==> src/hw/rtl/ssp_pkg.sv <==
// ----------------------------------------------------------------------------
// ssp_pkg
// Shared widths, constants and types for the shortest-path unit.
// ----------------------------------------------------------------------------
package ssp_pkg;

    localparam int NODE_W      = 4;
    localparam int COUNT_W     = 5;
    localparam int WEIGHT_W    = 14;
    localparam int DIST_W      = 18;

    // Default store size and the hard limit set by the four-bit node fields.
    localparam int MAX_NODES_DEF = 16;
    localparam int NODE_LIMIT    = 16;

    localparam logic [WEIGHT_W-1:0] NO_EDGE  = 14'd9999;
    localparam logic [DIST_W-1:0]   DIST_MAX = '1;
    localparam logic [COUNT_W-1:0]  COUNT_RESET = 5'd16;

    localparam logic CMD_LOAD = 1'b0;
    localparam logic CMD_RUN  = 1'b1;

    // Outcome of relaxing one edge and offering its end node for selection.
    typedef struct packed {
        logic              write_en;
        logic [DIST_W-1:0] dist_val;
        logic              take;
    } relax_res_t;

endpackage

==> src/hw/rtl/ssp_ram.sv <==
// ----------------------------------------------------------------------------
// ssp_ram
// Simple dual-port synchronous RAM, one write and one registered read port.
// ----------------------------------------------------------------------------
module ssp_ram
#(
    parameter int WIDTH = 8,
    parameter int DEPTH = 16,
    parameter int AW    = $clog2(DEPTH)
)
(
    input  logic             clk,
    input  logic             wr_en,
    input  logic [AW-1:0]    wr_addr,
    input  logic [WIDTH-1:0] wr_data,
    input  logic             rd_en,
    input  logic [AW-1:0]    rd_addr,
    output logic [WIDTH-1:0] rd_data
);

    logic [WIDTH-1:0] mem [DEPTH];

    always_ff @(posedge clk)
    begin
        if (wr_en)
        begin
            mem[wr_addr] <= wr_data;
        end
    end

    always_ff @(posedge clk)
    begin
        if (rd_en)
        begin
            rd_data <= mem[rd_addr];
        end
    end

endmodule

==> src/hw/rtl/ssp_relax.sv <==
// ----------------------------------------------------------------------------
// ssp_relax
// Edge relaxation with saturation, and the running least-distance compare.
// ----------------------------------------------------------------------------
module ssp_relax
    import ssp_pkg::*;
(
    input  logic [DIST_W-1:0]   cur_dist,
    input  logic [WEIGHT_W-1:0] weight,
    input  logic [DIST_W-1:0]   old_dist,
    input  logic                visited,
    input  logic                reached,
    input  logic                found,
    input  logic [DIST_W-1:0]   best_dist,
    output relax_res_t          res
);

    logic [DIST_W:0]   sum;
    logic [DIST_W-1:0] cand;
    logic              new_reached;
    logic [DIST_W-1:0] new_dist;

    always_comb
    begin
        sum  = {1'b0, cur_dist} + {{(DIST_W + 1 - WEIGHT_W){1'b0}}, weight};
        cand = sum[DIST_W] ? DIST_MAX : sum[DIST_W-1:0];

        res.write_en = !visited && (weight < NO_EDGE) && (!reached || cand < old_dist);
        new_reached  = reached || res.write_en;
        new_dist     = res.write_en ? cand : old_dist;

        // A node joins the next selection only if it is still open and reached.
        res.dist_val = new_dist;
        res.take     = !visited && new_reached && (!found || new_dist < best_dist);
    end

endmodule

==> src/hw/rtl/single_source_shortest_path_unit.sv <==
// ----------------------------------------------------------------------------
// single_source_shortest_path_unit
// Dijkstra shortest paths over an adjacency-matrix weight store.
// ----------------------------------------------------------------------------
// A load transfer (command 0) writes one edge weight into the matrix store;
// a weight of 9999 or more means no edge, and loads outside the store are
// dropped. A run transfer (command 1) computes the distance from the source
// to each of the n active nodes (n from node_count, zero acting as one) and
// then delivers n result transfers in node order, the final one with last
// set. During a run each visited node costs one relaxation pass over its
// edge row, because the edge row and the distance table are each read
// through a single memory port, one entry per cycle; each result is then
// read back from the distance table before it is delivered. The unit
// takes no new item while a run is busy, but a waiting final result does
// not hold up the next item. Edge entries that a run reads must have been
// loaded first.
// ----------------------------------------------------------------------------
module single_source_shortest_path_unit
    import ssp_pkg::*;
#(
    parameter int MAX_NODES = MAX_NODES_DEF
)
(
    input  logic                clk,
    input  logic                rst_n,

    input  logic                cfg_valid,
    output logic                cfg_ready,
    input  logic [COUNT_W-1:0]  cfg_data,

    input  logic                in_valid,
    output logic                in_ready,
    input  logic                command,
    input  logic [NODE_W-1:0]   row,
    input  logic [NODE_W-1:0]   col,
    input  logic [WEIGHT_W-1:0] weight,
    input  logic [NODE_W-1:0]   source,

    output logic                out_valid,
    input  logic                out_ready,
    output logic [NODE_W-1:0]   node,
    output logic [DIST_W-1:0]   distance,
    output logic                reachable,
    output logic                last
);

    // Only the first sixteen nodes can take part in a run.
    localparam int ACT_NODES = (MAX_NODES < NODE_LIMIT) ? MAX_NODES : NODE_LIMIT;
    localparam int IDX_W     = $clog2(ACT_NODES);
    localparam int EDEPTH    = MAX_NODES * MAX_NODES;
    localparam int EADDR_W   = $clog2(EDEPTH);

    localparam logic [1:0] ST_IDLE  = 2'd0;
    localparam logic [1:0] ST_RELAX = 2'd1;
    localparam logic [1:0] ST_OUT   = 2'd2;

    logic [1:0]           state_reg,     state_next;
    logic [COUNT_W-1:0]   node_count_reg, node_count_next;
    logic [IDX_W-1:0]     cur_reg,       cur_next;
    logic [DIST_W-1:0]    cur_dist_reg,  cur_dist_next;
    logic [COUNT_W-1:0]   rd_cnt_reg,    rd_cnt_next;
    logic                 pend_reg,      pend_next;
    logic [IDX_W-1:0]     pend_idx_reg,  pend_idx_next;
    logic                 found_reg,     found_next;
    logic [IDX_W-1:0]     best_idx_reg,  best_idx_next;
    logic [DIST_W-1:0]    best_dist_reg, best_dist_next;
    logic [ACT_NODES-1:0] visited_reg,   visited_next;
    logic [ACT_NODES-1:0] reached_reg,   reached_next;
    logic                 out_valid_reg, out_valid_next;
    logic [NODE_W-1:0]    node_reg,      node_next;
    logic [DIST_W-1:0]    distance_reg,  distance_next;
    logic                 reachable_reg, reachable_next;
    logic                 last_reg,      last_next;

    logic [COUNT_W-1:0]   active_n;
    logic [IDX_W-1:0]     rd_idx;
    logic [IDX_W-1:0]     src_idx;
    logic                 load_ok;

    logic                 edge_we;
    logic [EADDR_W-1:0]   edge_waddr;
    logic                 edge_re;
    logic [EADDR_W-1:0]   edge_raddr;
    logic [WEIGHT_W-1:0]  edge_rdata;

    logic                 dist_we;
    logic [IDX_W-1:0]     dist_waddr;
    logic [DIST_W-1:0]    dist_wdata;
    logic                 dist_re;
    logic [DIST_W-1:0]    dist_rdata;

    relax_res_t           relax;

    // Row-major edge matrix, never cleared or checked; user loads entries before use.
    ssp_ram
    #(
        .WIDTH (WEIGHT_W),
        .DEPTH (EDEPTH),
        .AW    (EADDR_W)
    )
    u_edge_ram
    (
        .clk     (clk),
        .wr_en   (edge_we),
        .wr_addr (edge_waddr),
        .wr_data (weight),
        .rd_en   (edge_re),
        .rd_addr (edge_raddr),
        .rd_data (edge_rdata)
    );

    // Best distance per node; an entry only counts while its reached bit is set.
    ssp_ram
    #(
        .WIDTH (DIST_W),
        .DEPTH (ACT_NODES),
        .AW    (IDX_W)
    )
    u_dist_ram
    (
        .clk     (clk),
        .wr_en   (dist_we),
        .wr_addr (dist_waddr),
        .wr_data (dist_wdata),
        .rd_en   (dist_re),
        .rd_addr (rd_idx),
        .rd_data (dist_rdata)
    );

    ssp_relax u_relax
    (
        .cur_dist  (cur_dist_reg),
        .weight    (edge_rdata),
        .old_dist  (dist_rdata),
        .visited   (visited_reg[pend_idx_reg]),
        .reached   (reached_reg[pend_idx_reg]),
        .found     (found_reg),
        .best_dist (best_dist_reg),
        .res       (relax)
    );

    always_comb
    begin
        if (node_count_reg == '0)
        begin
            active_n = COUNT_W'(1);
        end
        else if (node_count_reg > COUNT_W'(ACT_NODES))
        begin
            active_n = COUNT_W'(ACT_NODES);
        end
        else
        begin
            active_n = node_count_reg;
        end
    end

    assign rd_idx     = rd_cnt_reg[IDX_W-1:0];
    assign src_idx    = source[IDX_W-1:0];
    assign load_ok    = (32'(row) < MAX_NODES) && (32'(col) < MAX_NODES);
    assign edge_waddr = EADDR_W'(EADDR_W'(row) * EADDR_W'(MAX_NODES)) + EADDR_W'(col);
    assign edge_raddr = EADDR_W'(EADDR_W'(cur_reg) * EADDR_W'(MAX_NODES)) + EADDR_W'(rd_idx);

    assign cfg_ready = 1'b1;
    assign in_ready  = (state_reg == ST_IDLE);
    assign out_valid = out_valid_reg;
    assign node      = node_reg;
    assign distance  = distance_reg;
    assign reachable = reachable_reg;
    assign last      = last_reg;

    always_comb
    begin
        state_next      = state_reg;
        node_count_next = cfg_valid ? cfg_data : node_count_reg;
        cur_next        = cur_reg;
        cur_dist_next   = cur_dist_reg;
        rd_cnt_next     = rd_cnt_reg;
        pend_next       = pend_reg;
        pend_idx_next   = pend_idx_reg;
        found_next      = found_reg;
        best_idx_next   = best_idx_reg;
        best_dist_next  = best_dist_reg;
        visited_next    = visited_reg;
        reached_next    = reached_reg;
        out_valid_next  = out_valid_reg;
        node_next       = node_reg;
        distance_next   = distance_reg;
        reachable_next  = reachable_reg;
        last_next       = last_reg;

        edge_we    = 1'b0;
        edge_re    = 1'b0;
        dist_we    = 1'b0;
        dist_waddr = '0;
        dist_wdata = '0;
        dist_re    = 1'b0;

        if (out_valid_reg && out_ready)
        begin
            out_valid_next = 1'b0;
        end

        unique case (state_reg)
            ST_IDLE:
            begin
                if (in_valid)
                begin
                    if (command == CMD_LOAD)
                    begin
                        edge_we = load_ok;
                    end
                    else
                    begin
                        visited_next = '0;
                        reached_next = '0;
                        rd_cnt_next  = '0;
                        pend_next    = 1'b0;
                        found_next   = 1'b0;
                        if ({1'b0, source} < active_n)
                        begin
                            // The source is the first node selected, at distance zero.
                            reached_next[src_idx] = 1'b1;
                            visited_next[src_idx] = 1'b1;
                            cur_next              = src_idx;
                            cur_dist_next         = '0;
                            dist_we               = 1'b1;
                            dist_waddr            = src_idx;
                            state_next            = ST_RELAX;
                        end
                        else
                        begin
                            state_next = ST_OUT;
                        end
                    end
                end
            end

            ST_RELAX:
            begin
                // Reads run one entry ahead of the write-back, so no entry is
                // read and written in the same pass at once.
                if (rd_cnt_reg < active_n)
                begin
                    edge_re       = 1'b1;
                    dist_re       = 1'b1;
                    pend_next     = 1'b1;
                    pend_idx_next = rd_idx;
                    rd_cnt_next   = rd_cnt_reg + COUNT_W'(1);
                end
                else
                begin
                    pend_next = 1'b0;
                end

                if (pend_reg)
                begin
                    if (relax.write_en)
                    begin
                        dist_we                    = 1'b1;
                        dist_waddr                 = pend_idx_reg;
                        dist_wdata                 = relax.dist_val;
                        reached_next[pend_idx_reg] = 1'b1;
                    end
                    if (relax.take)
                    begin
                        found_next     = 1'b1;
                        best_idx_next  = pend_idx_reg;
                        best_dist_next = relax.dist_val;
                    end
                end
                else if (rd_cnt_reg == active_n)
                begin
                    rd_cnt_next = '0;
                    if (found_reg)
                    begin
                        cur_next                   = best_idx_reg;
                        cur_dist_next              = best_dist_reg;
                        visited_next[best_idx_reg] = 1'b1;
                        found_next                 = 1'b0;
                    end
                    else
                    begin
                        state_next = ST_OUT;
                    end
                end
            end

            ST_OUT:
            begin
                if (pend_reg)
                begin
                    pend_next      = 1'b0;
                    out_valid_next = 1'b1;
                    node_next      = NODE_W'(pend_idx_reg);
                    reachable_next = reached_reg[pend_idx_reg];
                    distance_next  = reached_reg[pend_idx_reg] ? dist_rdata : DIST_MAX;
                    last_next      = (COUNT_W'(pend_idx_reg) + COUNT_W'(1)) == active_n;
                    if (last_next)
                    begin
                        state_next = ST_IDLE;
                    end
                end
                else if ((rd_cnt_reg < active_n) && (!out_valid_reg || out_ready))
                begin
                    dist_re       = 1'b1;
                    pend_next     = 1'b1;
                    pend_idx_next = rd_idx;
                    rd_cnt_next   = rd_cnt_reg + COUNT_W'(1);
                end
            end

            default:
            begin
                state_next = ST_IDLE;
            end
        endcase
    end

    always_ff @(posedge clk or negedge rst_n)
    begin
        if (!rst_n)
        begin
            state_reg      <= ST_IDLE;
            node_count_reg <= COUNT_RESET;
            cur_reg        <= '0;
            cur_dist_reg   <= '0;
            rd_cnt_reg     <= '0;
            pend_reg       <= 1'b0;
            pend_idx_reg   <= '0;
            found_reg      <= 1'b0;
            best_idx_reg   <= '0;
            best_dist_reg  <= '0;
            visited_reg    <= '0;
            reached_reg    <= '0;
            out_valid_reg  <= 1'b0;
            node_reg       <= '0;
            distance_reg   <= '0;
            reachable_reg  <= 1'b0;
            last_reg       <= 1'b0;
        end
        else
        begin
            state_reg      <= state_next;
            node_count_reg <= node_count_next;
            cur_reg        <= cur_next;
            cur_dist_reg   <= cur_dist_next;
            rd_cnt_reg     <= rd_cnt_next;
            pend_reg       <= pend_next;
            pend_idx_reg   <= pend_idx_next;
            found_reg      <= found_next;
            best_idx_reg   <= best_idx_next;
            best_dist_reg  <= best_dist_next;
            visited_reg    <= visited_next;
            reached_reg    <= reached_next;
            out_valid_reg  <= out_valid_next;
            node_reg       <= node_next;
            distance_reg   <= distance_next;
            reachable_reg  <= reachable_next;
            last_reg       <= last_next;
        end
    end

endmodule

==> config.mk <==
export PLATFORM = sky130hd
export DESIGN_NAME = single_source_shortest_path_unit
export DESIGN_NICKNAME = d
export VERILOG_FILES = /design/src/hw/rtl/ssp_pkg.sv /design/src/hw/rtl/ssp_ram.sv /design/src/hw/rtl/ssp_relax.sv /design/src/hw/rtl/single_source_shortest_path_unit.sv
export SDC_FILE = /design/constraint.sdc
export NUM_CORES = 2
export LEC_CHECK = 0
export BUFFER_PORTS_ARGS = -buffer_cell sky130_fd_sc_hd__buf_2
export CORE_ASPECT_RATIO = 0.5
export CORE_MARGIN = 3
export CORE_UTILIZATION = 39
export DETAILED_ROUTE_END_ITERATION = 6
export GPL_ROUTABILITY_DRIVEN = 0
export GPL_TIMING_DRIVEN = 1
export HOLD_SLACK_MARGIN = 0.03
export PLACE_DENSITY = 0.55
export SYNTH_ARGS = -nofsm -noshare
export SYNTH_HDL_FRONTEND = slang
export SYNTH_SLANG_ARGS = --single-unit
==> constraint.sdc <==
create_clock -name clk -period 7.9 [get_ports clk]
set_input_delay 1.58 -clock clk [delete_from_list [all_inputs] [get_ports clk]]
set_output_delay 1.58 -clock clk [all_outputs]
set_load 0.005 [all_outputs]
### After elaboration in Yosys (flattened, before gate mapping)

Memories as Yosys holds them, arrays and structs flattened. A register that Yosys moved wholly into a read port is not among the register bits.
Cells that the tools add are included.

* register bits: 119
* latch bits: 0
* bits in writable memories: 3872
* ROM bits: 0
* input bits: 37
* output and inout port bits: 27
* logic and storage cells: 187
* memories kept: 2

Memory list
* u_edge_ram.mem: depth 256, bits a word 14, read ports 1, clocked after memory_dff 1, wr ports 1, line ssp_ram.sv:21 `logic [WIDTH-1:0] mem [DEPTH];`
* u_dist_ram.mem: depth 16, bits a word 18, read ports 1, clocked after memory_dff 1, wr ports 1, line ssp_ram.sv:21

* $add $sub $neg: 5
* $mul: 0
* div/mod/pow operators: 0
* order comparisons: 12
* equality and inequality tests: 20
* shifts and indexed selects: 0
* muxes and demuxes: 97
* bitwise logic cells: 2
* reductions and logical operators: 32

Operators with widths (number)
* 18-bit 2-to-1 mux: 12
* 16-bit 2-to-1 mux: 8
* 16-bit one-hot mux with 2 select lines: 2
* 4-bit 2-to-1 mux: 14
* 5-bit 2-to-1 mux: 9
* 18-bit < comparator: 2
* 18-bit one-hot mux with 2 select lines: 1
* 16-bit OR: 2
* 1-bit 2-to-1 mux: 29
* 2-bit != test, second input constant: 12
* 4-bit one-hot mux with 2 select lines: 3
* 18-bit by 14-bit adder with 19-bit output: 1
* 8-bit by 4-bit adder with 8-bit output: 2
* 2-bit 2-to-1 mux: 8
* 4-bit by 5-bit < comparator with 1-bit output, second input constant: 3
* 5-bit one-hot mux with 3 select lines: 1
* 5-bit AND reduction: 3
* 14-bit < comparator, second input constant: 1
* 7-bit AND reduction: 2
* 1-bit demux with 4-bit select: 3
* 4-bit by 1-bit >= comparator with 1-bit output, second input constant: 3
* 5-bit equality test: 2
* 1-bit logical AND: 9
* 1-bit binary-select mux with 4-bit select: 2
* 22 further kinds: 34

### Logic depth before layout (Yosys ltp)

* depth after elaboration: 12
* mapped depth: 30
* depth with buffers taken out: 27

### Cells and area by module

Synthesis repeated with hierarchy kept, for this count alone.

* cell total of the unflattened synthesis: 7551
* area, all modules: 158807.3 um^2

Modules (own cells, without submodules)
* ssp_ram (u_edge_ram): instances 1, cells each 6142, area each 138957.0 um^2, seq. area each 108043.6 um^2
* ssp_ram (u_dist_ram): instances 1, cells each 482, area each 11503.5 um^2, seq. area each 9188.8 um^2
* single_source_shortest_path_unit: instances 1, cells each 640, area each 6273.5 um^2, seq. area each 2979.1 um^2
* ssp_relax: instances 1, cells each 287, area each 2073.2 um^2, seq. area each 0.0 um^2

### Worst setup path after synthesis

OpenSTA, ideal clock, no wires.

* path kind: reg-to-reg
* from: register u_edge_ram.rd_data[13], read port of u_edge_ram.mem
* to: register best_idx_reg[0]
* library setup time: 0.128 ns
* arrival: 6.136 ns
* required time: 7.772 ns
* slack: 1.636 ns
* cell stages (with the launch flop): 28
* buffers on the path: 4
* period minus slack after synthesis: 6.264 ns
* cell sequence: edfxtp_1 ha_1 a21oi_1 o21ai_0 or3_1 o21ai_2 or2_2 buf_2 buf_2 nand2_1 ha_1 nand4_1 nor4_1 nand2b_1 a211o_2 nand2_4 buf_6 mux2_4 ha_1 o21a_1 a221o_1 a211oi_1 a31oi_1 nor4b_4 o2bb2ai_1 a31oi_4 buf_6 mux2_1

RTL lines
* start, declared: line ssp_ram.sv:18 `output logic [WIDTH-1:0] rd_data`
* end signal, assigned: line single_source_shortest_path_unit.sv:352 `best_idx_reg <= best_idx_next;`
* end, declared: line single_source_shortest_path_unit.sv:65 `logic [IDX_W-1:0] best_idx_reg, best_idx_next;`

==> flow_summary.toml <==
[clock_network]
clk_latency_ns = 0.93
cts.clk_slew.worst_paths_ns = 0.07
post_cts_resized = 0
cts_setup_buffers = 0
htreeDepth = 5
clock_path_buffers = 4
numCtsBuffers = 373
cts_root_buffer = "clkbuf_16"
cts_num_sinks = 4023
cts_tree = "yes"
cts_hold_buf = 0

[global_route]
use_met2_pct = 29.7
busiest_layer = "met1"
use_met1_pct = 29.8
grt_use_met3_pct = 3.35
grt_max_degree = 171
track_usage_pct = 19.4
grt_pass1_vias = 73308
gr-total-overflow = 0
grt_pass1_wl_um = 575000
antenna_found_initial = 37

[finish]
syn_to_final_growth_pct = 13.4
reg.largest.list = "u_edge_ram.mem: 3584 flops, u_dist_ram.mem: 288 flops"
largest_register = "u_edge_ram.mem"
fillers = 32963
largest_register_ffs = 3584
multi_input_area_sq_um = 35300
drive_gt1_share_pct = 31.6
seq_area_sq_um = 120000
final_nets = 7282
fin_cells = 12771
fin_area_sq_um = 178000

[route]
wl_per_cell_um = 31.6
drtIter0Drc = 8955
via_count = 73299
wl_um = 403000
vias_per_cell = 5.74
drc_errors = 0
firstDrtPassIters = 5
postRouteAntennaNets = 0

[setup_path]
path_cells = "ha_1 -> a21oi_1 -> o21ai_0 -> or3_1 -> o21ai_2 -> or2_2 -> o21ai_0 -> ha_1 -> nand4_1 -> nor4_2 -> nand2b_1 -> a211o_2 -> nand2_4 -> mux2_2 -> ha_1 -> o21a_1 -> a221o_1 -> a211oi_1 -> a31oi_1 -> nor4b_4 -> o2bb2ai_1 -> a31oi_2 -> mux2_1"
slowest_delay_ns = 0.44
critical_path_buf_inv_count = 0
start_kind = "flop"
r2r_setup_slack_ns = 0.41
crit_type = "reg -> reg"
cp_top_family = "compound AO/OA/AOI/OAI gates"
crit_required_ns = 8.71
worst-endpoint-arrival_ns = 8.31
crit_fanout = 19
crit_top_cell = "ha_1"
cp_slowest_cell = "mux2_1"
critPathCaptureType = "flop"

[synth]
synth_fa_ha_area_share_pct = 0.531
synth-simple-area-share_pct = 1.60
synth_cell_types = 75
synthCells = 6776
ys_warn_count = 0
synth_compound_area_share_pct = 1.37
async_flop_share_pct = 2.96
synthTopCellsByArea = "edfxtp_1 75%, mux4_2 18%, dfrtp_1 1.9%"
ys_seq_area_share_pct = 76.6
netlist_area_sq_um = 157000
syn-num-nets = 6879
synth_top_family_by_area = "multiplexers"
synthXorXnorAreaFrac_pct = 0.0726
yosysTopAreaCellShare_pct = 74.7
yosysTopAreaCell = "edfxtp_1"
synth_area_per_cell_sq_um = 23.2
synth_mux_area_share_pct = 18.7
synth-seq-cells = 4023
synth_flop_cell = "edfxtp_1"
synth-edff-count = 3904

[timing]
rsz0062_at_grt = "false"
max_freq_ghz = 0.133
tightest_slew_ns = 1.35
finalSetupTns_ns = 0
fin_crit_ns = 7.49
slew_violations = 0
finalHoldViolations = 0
min_period_over_period_pct = 94.9
final.setup_skew_ns = 0.0679
relSlewSlack_pct = 10.0
setup-violations-final = 0

[floorplanning]
die_w_um = 903
core_area_sq_um = 397000
ios = 64
die-area_sq_um = 410000
die_y_um = 454
rows = 163
initial_core_util_pct = 39.5

[pwr]
leakage_nw = 54.1
p_per_area_nw_per_um2 = 291
peakVddDrop_uv = 185

[job]
maxCapViolations = 0

[place]
dpl.hpwl_um = 241000
dp_cells = 12083
port_buffers = 62
place_area_sq_um = 166000

[min_path]
hold_path_class = "reg -> reg"

[status]
status = "finished clean"
## Yosys cell counts (12+ instances only)
cell type / number
edfxtp_1: 3904
mux4_2: 1274
nor2_1: 313
clkbuf_1: 220
nand2_1: 140
dfrtp_1: 118
a21oi_1: 97
o21ai_0: 88
buf_2: 82
ha_1: 65
buf_1: 58
inv_1: 58
a22oi_1: 30
nand3_1: 30
mux2_2: 28
o21a_1: 24
o31ai_1: 23
and2_1: 20
nor2b_1: 18
nand4_1: 13
mux2_1: 12
nor3_1: 12
## power by group
part	internal [W]	total [W]	switching, W
clock	0.0104	0.0182	0.00788
combinational	0.00385	0.00931	0.00546
sequential	0.0237	0.0241	0.000388
total	0.0379	0.0517	0.0137
## layout make-up
| type | count | share of cell area, % |
|---|---|---|
| multi-input combinational | 2329 | 19.8 |
| clock buffer | 458 | 5.57 |
| tap | 5280 | 3.71 |
| inverter | 59 | 0.125 |
| timing repair buffer | 393 | 1.88 |
| clock inverter | 220 | 1.26 |
| sequential | 4023 | 67.6 |
| antenna | 9 | 0.0127 |
## layout by cell type (no fill, tap or decap), drive strengths merged, types with 7 or more instances in the layout
cell type  synthesis  routed
edfxtp          3904    3904
mux4            1274    1274
clkbuf           220     458
buf              146     393
nor2             313     313
clkinv             0     154
nand2            141     141
dfrtp            118     118
a21oi             98      98
o21ai             92      92
ha                65      65
inv               59      65
mux2              47      47
bufinv             0      44
a22oi             30      30
nand3             30      30
o21a              24      24
o31ai             23      23
and2              20      20
nor2b             18      18
clkinvlp           0      16
nand4             13      13
nor3              13      13
a31oi             11      12
nand2b            10      10
diode              0       9
a21o               9       9
xor2               7       7
mux2i              7       7
## per-layer routing
metal  vias up  share of wire, %
met4         0               1.9
met2      2606                46
met3       461               7.0
li1      29716                 -
met5         -                 0
met1     40516                45
## logic make-up after synthesis
family	count (synthesis)
buf+inv	425
simple gates	584
other cells	1
xor+xnor	13
compound gates	336
mux	1328
flops	4023
fa+ha+maj	66
## through the flow
step	setup WS [ns]	hold slack, ns	total power, W	util [%]
after floorplan	1.64	0.455	0.0301	-
after global placement	0.594	0.460	0.0339	41.7
after detailed placement	0.487	0.466	0.0339	41.7
after CTS	0.450	0.480	0.0521	44.7
after global routing	0.0316	0.515	0.0535	44.7
final	0.407	0.471	0.0517	44.7
## path summary, 6_finish.rpt
| check | startpoint | endpoint | cells past startpoint |
|---|---|---|---|
| max | u_edge_ram.rd_data[13]$_DFFE_PP_ | best_dist_reg[10]$_DFFE_PN0P_ | 23 |
| min | distance[9]$_DFFE_PN0P_ | distance[9]$_DFFE_PN0P_ | 2 |
| max reg2reg | u_edge_ram.rd_data[13]$_DFFE_PP_ | best_dist_reg[10]$_DFFE_PN0P_ | 23 |
| min reg2reg | distance[9]$_DFFE_PN0P_ | distance[9]$_DFFE_PN0P_ | 2 |
| max in group asynchronous | rst_n | cur_reg[2]$_DFFE_PN0P_ | 2 |
| min in group asynchronous | rst_n | last$_DFFE_PN0P_ | 1 |
## worst register-to-register path, delay by kind of cell, from the launching register on
family,cells,cell delay (ns)
mux,2,0.87
flops,1,0.43
compound gates,11,2.95
fa+ha+maj,3,1.13
simple gates,7,2.02
Note: power is estimated with default switching activity, not from simulation.
